$ cat config.mk
export PLATFORM = sky130hd
export DESIGN_NAME = link_setup_handshake
export DESIGN_NICKNAME = d
export VERILOG_FILES = /design/src/rtl/lsh_pkg.sv /design/src/rtl/link_setup_handshake.sv /design/src/rtl/lsh_apb_regs.sv
export SDC_FILE = /design/constraint.sdc
export NUM_CORES = 1
export LEC_CHECK = 0
export BUFFER_PORTS_ARGS = -buffer_cell sky130_fd_sc_hd__buf_2
export CAP_MARGIN = 20
export CORE_MARGIN = 5
export CORE_UTILIZATION = 51
export DETAILED_ROUTE_END_ITERATION = 10
export PLACE_DENSITY = 0.81
export SYNTH_ARGS = -nofsm -noshare
export SYNTH_HDL_FRONTEND = slang
export SYNTH_SLANG_ARGS = --single-unit
$ cat constraint.sdc
create_clock -name aclk -period 3.3 [get_ports aclk]
set_input_delay 0.66 -clock aclk [delete_from_list [all_inputs] [get_ports aclk]]
set_output_delay 0.66 -clock aclk [all_outputs]
set_load 0.05 [all_outputs]
$ cat src/rtl/lsh_pkg.sv
package lsh_pkg;

    // Frame constants
    localparam logic [7:0] HDLC_FLAG  = 8'h7E;
    localparam int         TIMER_BITS = 16;
    localparam int         FRAME_LEN  = 5;
    localparam logic [2:0] FRAME_LAST = 3'(FRAME_LEN - 1);

    // Input opcodes
    typedef enum logic [1:0] {
        OP_START = 2'd0,
        OP_RX    = 2'd1,
        OP_TICK  = 2'd2
    } opcode_t;

    // Link phase, also the reported status
    typedef enum logic [1:0] {
        PH_IDLE = 2'd0,
        PH_WAIT = 2'd1,
        PH_CONN = 2'd2,
        PH_FAIL = 2'd3
    } phase_t;

    // UA recognizer states
    typedef enum logic [2:0] {
        RS_START = 3'd0,
        RS_FLAG  = 3'd1,
        RS_ADDR  = 3'd2,
        RS_CTRL  = 3'd3,
        RS_BCC   = 3'd4
    } rx_state_t;

    // Configuration register indexes
    typedef enum logic [2:0] {
        REG_TIMEOUT  = 3'd0,
        REG_MAX_ATT  = 3'd1,
        REG_ADDRESS  = 3'd2,
        REG_SET_CTRL = 3'd3,
        REG_UA_CTRL  = 3'd4
    } reg_idx_t;

    localparam int ADDR_BITS = 5;

    // Configuration seen by the core
    typedef struct packed {
        logic [15:0] timeout_ticks;
        logic [3:0]  max_attempts;
        logic [7:0]  address_byte;
        logic [7:0]  set_control;
        logic [7:0]  ua_control;
    } cfg_t;

endpackage

$ cat src/rtl/link_setup_handshake.sv
// Link setup handshake, initiator side (SET / UA exchange).
// Input channel (s_): one word per opcode: start, received byte or tick.
// Result channel (m_): words of tx_valid, tx_byte, status and last.
// A start, or a timeout that retransmits, produces the five SET frame words
// (flag, address, control, address ^ control, flag); every other word
// produces one status word with tx_valid low. last marks the final word.
// The first result word is shown the cycle after the input is accepted.
// Single-result words are taken one per cycle while the receiver does not
// stall; a SET frame holds the input until its final byte is being taken,
// as the one-word result register steps through the frame bytes.
// A stalled receiver holds the result register; the input side keeps
// accepting as long as the result register is free or being drained by its
// final word in that cycle.
// Reset (aresetn low, synchronous) returns the link to idle, clears the
// timer and attempt counter, restarts the UA recognizer, empties the result
// register and loads the default configuration: timeout 3, attempts 3,
// address 3, SET control 3, UA control 7.
// Configuration is an APB-style port, register i at byte address 4*i.
module link_setup_handshake (
    input  logic                          aclk,
    input  logic                          aresetn,
    // input words
    input  logic                          s_valid,
    output logic                          s_ready,
    input  logic [1:0]                    s_opcode,
    input  logic [7:0]                    s_rx_byte,
    // result words
    output logic                          m_valid,
    input  logic                          m_ready,
    output logic                          m_tx_valid,
    output logic [7:0]                    m_tx_byte,
    output logic [1:0]                    m_status,
    output logic                          m_last,
    // configuration
    input  logic                          psel,
    input  logic                          penable,
    input  logic                          pwrite,
    input  logic [lsh_pkg::ADDR_BITS-1:0] paddr,
    input  logic [31:0]                   pwdata,
    output logic [31:0]                   prdata,
    output logic                          pready
);
    import lsh_pkg::*;

    cfg_t cfg;

    lsh_apb_regs u_regs (
        .aclk    (aclk),
        .aresetn (aresetn),
        .psel    (psel),
        .penable (penable),
        .pwrite  (pwrite),
        .paddr   (paddr),
        .pwdata  (pwdata),
        .prdata  (prdata),
        .pready  (pready),
        .cfg     (cfg)
    );

    // Link state
    rx_state_t             rs_reg, rs_next;
    phase_t                ph_reg, ph_next;
    logic [TIMER_BITS-1:0] tick_reg, tick_next;
    logic [3:0]            att_reg, att_next;
    logic                  emit_set;

    // Result register
    logic       out_valid_reg;
    logic       out_set_reg;
    logic [2:0] out_idx_reg;
    phase_t     out_status_reg;

    logic       s_acc, m_acc, out_done;
    opcode_t    op;

    localparam logic [TIMER_BITS-1:0] TICK_MAX = {TIMER_BITS{1'b1}};

    logic [TIMER_BITS-1:0] limit;
    logic [TIMER_BITS-1:0] tick_inc;
    logic [3:0]            att_inc;
    logic [7:0]            ua_bcc, set_bcc;

    assign op       = opcode_t'(s_opcode);
    assign ua_bcc   = cfg.address_byte ^ cfg.ua_control;
    assign set_bcc  = cfg.address_byte ^ cfg.set_control;
    assign out_done = !out_set_reg || (out_idx_reg == FRAME_LAST);
    assign m_acc    = out_valid_reg && m_ready;
    assign s_ready  = !out_valid_reg || (m_ready && out_done);
    assign s_acc    = s_valid && s_ready;

    // Effective timeout: zero counts as one, clamp to the timer range
    always_comb begin
        if (TIMER_BITS >= 16) begin
            limit = TIMER_BITS'(cfg.timeout_ticks);
        end else if (cfg.timeout_ticks > 16'(TICK_MAX)) begin
            limit = TICK_MAX;
        end else begin
            limit = TIMER_BITS'(cfg.timeout_ticks);
        end
        if (limit == '0) begin
            limit = TIMER_BITS'(1);
        end
    end

    assign tick_inc = (tick_reg < TICK_MAX) ? tick_reg + TIMER_BITS'(1) : tick_reg;
    assign att_inc  = att_reg + 4'd1;

    // Next link state for the word at the input
    always_comb begin
        rs_next   = rs_reg;
        ph_next   = ph_reg;
        tick_next = tick_reg;
        att_next  = att_reg;
        emit_set  = 1'b0;
        case (op)
            OP_START: begin
                rs_next   = RS_START;
                ph_next   = PH_WAIT;
                tick_next = '0;
                att_next  = 4'd0;
                emit_set  = 1'b1;
            end
            OP_RX: begin
                if (ph_reg == PH_WAIT) begin
                    unique case (rs_reg)
                        RS_START: begin
                            if (s_rx_byte == HDLC_FLAG) rs_next = RS_FLAG;
                        end
                        RS_FLAG: begin
                            if (s_rx_byte != HDLC_FLAG) begin
                                rs_next = (s_rx_byte == cfg.address_byte) ?
                                          RS_ADDR : RS_START;
                            end
                        end
                        RS_ADDR: begin
                            if (s_rx_byte == cfg.ua_control) rs_next = RS_CTRL;
                            else if (s_rx_byte == HDLC_FLAG) rs_next = RS_FLAG;
                            else rs_next = RS_START;
                        end
                        RS_CTRL: begin
                            if (s_rx_byte == ua_bcc) rs_next = RS_BCC;
                            else if (s_rx_byte == HDLC_FLAG) rs_next = RS_FLAG;
                            else rs_next = RS_START;
                        end
                        RS_BCC: begin
                            if (s_rx_byte == HDLC_FLAG) ph_next = PH_CONN;
                            rs_next = RS_START;
                        end
                        default: rs_next = RS_START;
                    endcase
                end
            end
            OP_TICK: begin
                if (ph_reg == PH_WAIT) begin
                    tick_next = tick_inc;
                    if (tick_inc >= limit) begin
                        tick_next = '0;
                        att_next  = att_inc;
                        if (att_inc >= cfg.max_attempts) begin
                            ph_next = PH_FAIL;
                        end else begin
                            rs_next  = RS_START;
                            emit_set = 1'b1;
                        end
                    end
                end
            end
            default: ;
        endcase
    end

    // Link state registers
    always_ff @(posedge aclk) begin
        if (!aresetn) begin
            rs_reg   <= RS_START;
            ph_reg   <= PH_IDLE;
            tick_reg <= '0;
            att_reg  <= 4'd0;
        end else if (s_acc) begin
            rs_reg   <= rs_next;
            ph_reg   <= ph_next;
            tick_reg <= tick_next;
            att_reg  <= att_next;
        end
    end

    // Result register: load on accept, step through the frame on drain
    always_ff @(posedge aclk) begin
        if (!aresetn) begin
            out_valid_reg <= 1'b0;
            out_set_reg   <= 1'b0;
            out_idx_reg   <= 3'd0;
        end else if (s_acc) begin
            out_valid_reg <= 1'b1;
            out_set_reg   <= emit_set;
            out_idx_reg   <= 3'd0;
        end else if (m_acc) begin
            if (out_done) begin
                out_valid_reg <= 1'b0;
            end else begin
                out_idx_reg <= out_idx_reg + 3'd1;
            end
        end
    end

    always_ff @(posedge aclk) begin
        if (s_acc) begin
            out_status_reg <= ph_next;
        end
    end

    // Frame byte select
    always_comb begin
        m_tx_byte = 8'd0;
        if (out_set_reg) begin
            case (out_idx_reg)
                3'd1:    m_tx_byte = cfg.address_byte;
                3'd2:    m_tx_byte = cfg.set_control;
                3'd3:    m_tx_byte = set_bcc;
                default: m_tx_byte = HDLC_FLAG;
            endcase
        end
    end

    assign m_valid    = out_valid_reg;
    assign m_tx_valid = out_set_reg;
    assign m_status   = out_status_reg;
    assign m_last     = out_done;

endmodule

$ cat src/rtl/lsh_apb_regs.sv
module lsh_apb_regs (
    input  logic                          aclk,
    input  logic                          aresetn,
    input  logic                          psel,
    input  logic                          penable,
    input  logic                          pwrite,
    input  logic [lsh_pkg::ADDR_BITS-1:0] paddr,
    input  logic [31:0]                   pwdata,
    output logic [31:0]                   prdata,
    output logic                          pready,
    output lsh_pkg::cfg_t                 cfg
);
    import lsh_pkg::*;

    cfg_t     cfg_reg;
    reg_idx_t idx;
    logic     wr_en;

    assign idx    = reg_idx_t'(paddr[ADDR_BITS-1:2]);
    assign wr_en  = psel && penable && pwrite;
    assign pready = 1'b1;
    assign cfg    = cfg_reg;

    // Register writes
    always_ff @(posedge aclk) begin
        if (!aresetn) begin
            cfg_reg.timeout_ticks <= 16'd3;
            cfg_reg.max_attempts  <= 4'd3;
            cfg_reg.address_byte  <= 8'd3;
            cfg_reg.set_control   <= 8'd3;
            cfg_reg.ua_control    <= 8'd7;
        end else if (wr_en) begin
            unique case (idx)
                REG_TIMEOUT:  cfg_reg.timeout_ticks <= pwdata[15:0];
                REG_MAX_ATT:  cfg_reg.max_attempts  <= pwdata[3:0];
                REG_ADDRESS:  cfg_reg.address_byte  <= pwdata[7:0];
                REG_SET_CTRL: cfg_reg.set_control   <= pwdata[7:0];
                REG_UA_CTRL:  cfg_reg.ua_control    <= pwdata[7:0];
                default: ;
            endcase
        end
    end

    // Read mux
    always_comb begin
        prdata = 32'd0;
        unique case (idx)
            REG_TIMEOUT:  prdata = {16'd0, cfg_reg.timeout_ticks};
            REG_MAX_ATT:  prdata = {28'd0, cfg_reg.max_attempts};
            REG_ADDRESS:  prdata = {24'd0, cfg_reg.address_byte};
            REG_SET_CTRL: prdata = {24'd0, cfg_reg.set_control};
            REG_UA_CTRL:  prdata = {24'd0, cfg_reg.ua_control};
            default:      prdata = 32'd0;
        endcase
    end

endmodule

; ---- Word level (Yosys, flattened, before mapping)
; Index checks and enable logic that the tools add are counted.
[totals]
output_inout_bits = 47
word_cells = 114
inputBits = 54
reg_bits = 76
[classes]
bitwise = 4
magnitude_cmp = 3
n_reduce_logical = 28
n_mux = 37
n_eq_ne = 26
n_addsub = 3
[op_table]
columns = operator, n
row1 = 16-bit case mux with 5 select lines, 1
row2 = 16-bit 2-to-1 mux, 4
row3 = 16-bit case mux with 2 select lines, 1
row4 = 8-bit equality test, 3
row5 = 8-bit case mux with 3 select lines, 1
row6 = 3-bit 2-to-1 mux, 7
row7 = 3-bit by 2-bit equality test with 1-bit output (second input constant), 6
row8 = 16-bit by 1-bit adder with 16-bit output (second input constant), 1
row9 = 16-bit >= comparator, 1
row10 = 16-bit logical NOT, 1
row11 = 16-bit less-than comparator (second input constant), 1
row12 = 2-bit 2-to-1 mux, 8
row13 = 8-bit bitwise XOR, 2
row14 = 2-bit AND reduction, 7
row15 = 3-bit case mux with 4 select lines, 1
row16 = 3-bit by 1-bit equality test with 1-bit output (second input constant), 3
row17 = 3-bit equality test (second input constant), 3
row18 = 3-bit case mux with 3 select lines, 1
row19 = 8-bit by 7-bit equality test with 1-bit output (second input constant), 1
row20 = 4-bit 2-to-1 mux, 2
row21 = 8-bit 2-to-1 mux, 1
row22 = 2-bit != test (second input constant), 4
row23 = 8-bit by 7-bit != test with 1-bit output (second input constant), 1
row24 = 4-bit case mux with 2 select lines, 1
row25 = other kinds (21), 39

; ---- Logic depth before layout (Yosys ltp)
[logic_depth]
word_depth = 7
mapped_depth = 16
ltp_nobuf = 13

; ---- By module
; From an unflattened synthesis, not the netlist that was laid out.
[hier_totals]
hier_cells = 636
hier_area_um2 = 5276.3
[by_module_without_submodules]
columns = module, cells_each, seq_area_each_um2, area_each_um2, instances
row1 = link_setup_handshake, 396, 660.6, 3070.4, 1
row2 = lsh_apb_regs, 240, 880.8, 2205.9, 1

; ---- Worst setup path before layout
; Ideal clock, no wire load.
[synth_path]
kind = reg2reg
from = reg tick_reg[3]
to = reg att_reg[2]
stages_incl_launch_ff = 15
slack_ns = 0.088
required_time_ns = 3.230
setup_ns = 0.070
arrival_ns = 3.143
path_buffers = 2
synth_period_minus_slack_ns = 3.212
path_cell_list = dfxtp_1 clkbuf_2 and4_1 and2_1 a21boi_0 a21boi_0 or2_2 ha_1 nand2_1 nor4_2 o31ai_1 and4_1 buf_6 or4_1 a21oi_1
[synth_via]
elab_chain_len = 5
elab_cells_between_ends = 6
classes_between = add/sub: 1 / order compare: 2 / eq/ne: 1 / mux: 1 / reduce/logical: 1
[synth_lines]
columns = item, line
row1 = "start, declared", link_setup_handshake.sv:63  ; logic [TIMER_BITS-1:0] tick_reg, tick_next;
row2 = "start signal, assigned", link_setup_handshake.sv:182  ; tick_reg <= tick_next;
row3 = 16-bit by 1-bit adder with 16-bit output or 16-bit less-than comparator (tied branches), link_setup_handshake.sv:105  ; assign tick_inc = (tick_reg < TICK_MAX) ? tick_reg + TIMER_BITS'(1) : tick_reg;
row4 = 16-bit 2-to-1 mux (*), link_setup_handshake.sv:105
row5 = 16-bit >= comparator (*), link_setup_handshake.sv:156  ; if (tick_inc >= limit) begin
row6 = 2-bit != test (no source line) (*), n/a
row7 = 4-bit AND reduction (no source line) (*), n/a
row8 = "end signal, assigned", link_setup_handshake.sv:183  ; att_reg <= att_next;
row9 = "end, declared", link_setup_handshake.sv:64  ; logic [3:0] att_reg, att_next;
; Every way passes the cells marked *; elsewhere a longest branch is shown, timed or not.
; A chain may end at the register's enable or synchronous reset.

; ---- Final worst setup path
[layout_path]
from = reg tick_reg[1]
to = reg tick_reg[4]
[layout_via]
elab_chain_len = 6
elab_cells_between_ends = 7
classes_between = add/sub: 1 / order compare: 2 / mux: 4
[layout_lines]
columns = item, line
row1 = 16-bit by 1-bit adder with 16-bit output or 16-bit less-than comparator (tied branches), link_setup_handshake.sv:105
row2 = 16-bit 2-to-1 mux (*), link_setup_handshake.sv:105
row3 = 16-bit >= comparator, link_setup_handshake.sv:156
row4 = 16-bit 2-to-1 mux (*), link_setup_handshake.sv:156
row5 = 16-bit 2-to-1 mux (*), link_setup_handshake.sv:154  ; if (ph_reg == PH_WAIT) begin
row6 = 16-bit case mux with 2 select lines (*), link_setup_handshake.sv:115  ; case (op)
; Every way passes the cells marked *; elsewhere a longest branch is shown, timed or not. The select of a mux whose other input is x is not followed.

==> flow_summary.ini <==
[run_status]
outcome = completed

[setup_path]
crit_path_top_delay_cell = dfxtp_4
path_cells = ha_4 > nand4_1 > nor4_2 > buf_4 > buf_6 > nand2b_4 > nor2_2 > xor2_1 > ha_1 > nand4_1 > nor4_4 > o31ai_4 > and4_1 > buf_6 > a22o_1
worstSetupStartpointType = register
crit_path_end_kind = register
critPathRequiredTime_ps = 3570
r2r_end = tick_reg[4]
cp.depth = 15
critPathMaxFanout = 14
crit_path_max_incr_delay_ps = 380
r2r-start = tick_reg[1]
endpoint = tick_reg[4]
startpoint = tick_reg[1]
critPathBufInv = 3
cp_data_arrival_time_ps = 3560
r2r_slack_ps = 10
critPathKind = reg -> reg
crit_family = simple AND/OR/NAND/NOR gates
r2r.worst_path.cells = 15

[synth]
yosysTopAreaCellShare = 0.282
yosys-top-cells-count = nand2_1 (80), dfxtp_1 (74), mux2i_1 (36), nor2b_1 (36), inv_1 (34)
synth.avg_cell_area_um2 = 8.04
yosysWarningCount = 0
synth.largest_area_cell = dfxtp_1
synth_area_leaders = dfxtp_1 (28%), mux2i_1 (6.9%), ha_1 (6.4%)
synth.most_common_cell = nand2_1
synth.distinct_cells = 58
synth_flop_cell = dfxtp_1
synth-seq-area-share = 0.293
synth_async_sr_flop_share = 0
synth_seq_cells = 76
syn_area_mm2 = 0.00526
postSynthCellCount = 654
synth_edf_count = 2

[detailed_routing]
dr.pass1.iters = 4
post_drt_wl_per_cell_um = 17.0
drt_wl_total_um = 14600
drt_iter0_drc = 341
routed_via_density = 5.88
drcViolationCount = 0
via_count = 5065
postRouteAntennaNets = 0

[placement]
dp.final_hpwl_um = 10400
place_ws_ps = 44.1
place_area_mm2 = 0.00568
routabilityCongestion = 0.886
io_buffer_count = 65

[clock_tree]
ctsLongestPathBuffers = 2
path_clk_slew_ps = 90
htreeDepth = 3
cts_made_buffers = 9
cts_root_buf = clkbuf_8
holdBufCountCts = 0
clk_latency_ps = 380
clkSinkCount = 76
cts_tree = done

[hold_path]
whs_path_depth = 2
hold_path.class = reg -> reg

[timing]
tns_ps = 0
tightest_slew_ps = 882
final_hold_viol_count = 0
fin_ws_ps = 12.9
rsz0062_at_grt = true
relSlewSlack = 0.410
min_period_ps = 3290
holdWs_ps = 484
skew_ps = 10.2
min_period_over_period = 0.996
fmax_mhz = 304
maxSlewViolCount = 0
setup_viol = 0

[pwr]
fin_total_pwr_mw = 2.01
pwr_density_cell_mw_per_mm2 = 328
p_leak_nw = 2.59
peakVddDrop_mv = 0.296

[global_route]
grt_overflow_total = 0
gr-usage-all-layers = 0.224
gr-max-usage-layer = met2
grtUsageMet1 = 0.274
grt_pass1_wl_um = 23300
gr-usage-met3 = 0.0418
grt_pass1_vias = 4901
antenna_found_initial = 0
grt_max_degree = 66
met2_usage = 0.374

[die]
dieArea_mm2 = 0.0124
die_y_um = 112
die_w_um = 112
coreArea_mm2 = 0.0102
start_util = 0.516
ioPinCount = 101
rows = 37

[finish]
n_fill_cell = 880
diodes = 0
final_area_mm2 = 0.00611
drive_above_1_share = 0.220
fin_nets = 802
area.growth.synth_to_final_pct = 16.3
largest_reg_flops = 44

[job]
cap_viol_max_count = 0
-- cells by family after synthesis --
kind of cell	synth area share
adders and majority gates	0.0643
and+or+nand+nor	0.254
buffers and inverters	0.0754
xor gates and xnor gates	0.0583
muxes	0.0814
AOI/OAI and AO/OA	0.172
DFF	0.293
other	0.00143
-- worst reg2reg max path, cell delays in order, from the launching register on --
cell	delay, ps
dfxtp_4	380
ha_4	140
nand4_1	110
nor4_2	290
buf_4	190
buf_6	120
nand2b_4	130
nor2_2	40
xor2_1	180
ha_1	290
nand4_1	130
nor4_4	360
o31ai_4	150
and4_1	270
buf_6	170
a22o_1	250
-- through the flow --
step	utilization	instances
finish	0.600	862
global placement	0.558	839
global route	0.600	862
detailed placement	0.558	839
floorplan	-	669
CTS	0.578	855
-- area by class of cell --
type	instances	area (µm²)	area share
Multi-Input combinational cell	509	3530	0.577
Sequential cell	76	1550	0.254
Timing Repair Buffer	90	524	0.0858
Tap cell	136	170	0.0278
Inverter	35	131	0.0215
Clock buffer	9	124	0.0203
Clock inverter	7	82.6	0.0135
-- where the power goes --
group	switching, mW	internal (mW)	total, mW
clock network	0.417	0.362	0.779
registers	0.0130	0.929	0.942
logic	0.197	0.0867	0.284
-- metal layers --
| layer | wire length [µm] | share of wire | vias to the layer above |
|---|---|---|---|
| li1 | - | - | 2405 |
| met1 | 6010 | 0.41 | 2413 |
| met2 | 7090 | 0.48 | 186 |
| met3 | 844 | 0.058 | 61 |
| met4 | 689 | 0.047 | 0 |
| met5 | 0 | 0 | - |
-- worst min-delay path by stage --
stage	startpoint	to	slack, ps
final	tick_reg[9]	tick_reg[9]	480
after global routing	tick_reg[9]	tick_reg[9]	520
after CTS	tick_reg[9]	tick_reg[9]	480
after detailed placement	tick_reg[9]	tick_reg[9]	470
after global placement	tick_reg[9]	tick_reg[9]	450
after floorplan	tick_reg[9]	tick_reg[9]	440
-- what timing repair did --
action | in CTS | in global routing
buffers inserted | 0 | 7
endpoints found under the hold margin | 0 | 0
gates resized for setup | 0 | 43
setup endpoints to repair | 0 | 26
-- placed cells by master (no fill, tap or decap), types with 13 or more instances in the layout --
cell,synthesis,layout
mux2i_1,36,36
xnor2_1,28,28
ha_1,27,24
inv_1,34,34
nor2_1,32,27
nand2_1,80,79
a21oi_1,32,29
buf_4,17,22
buf_2,7,65
a21boi_0,20,19
o21ai_0,23,20
nand3_1,27,25
and2_1,13,13
conb_1,2,17
nor2b_1,36,36
dfxtp_1,74,69
Power figures use the tool's default switching activity.
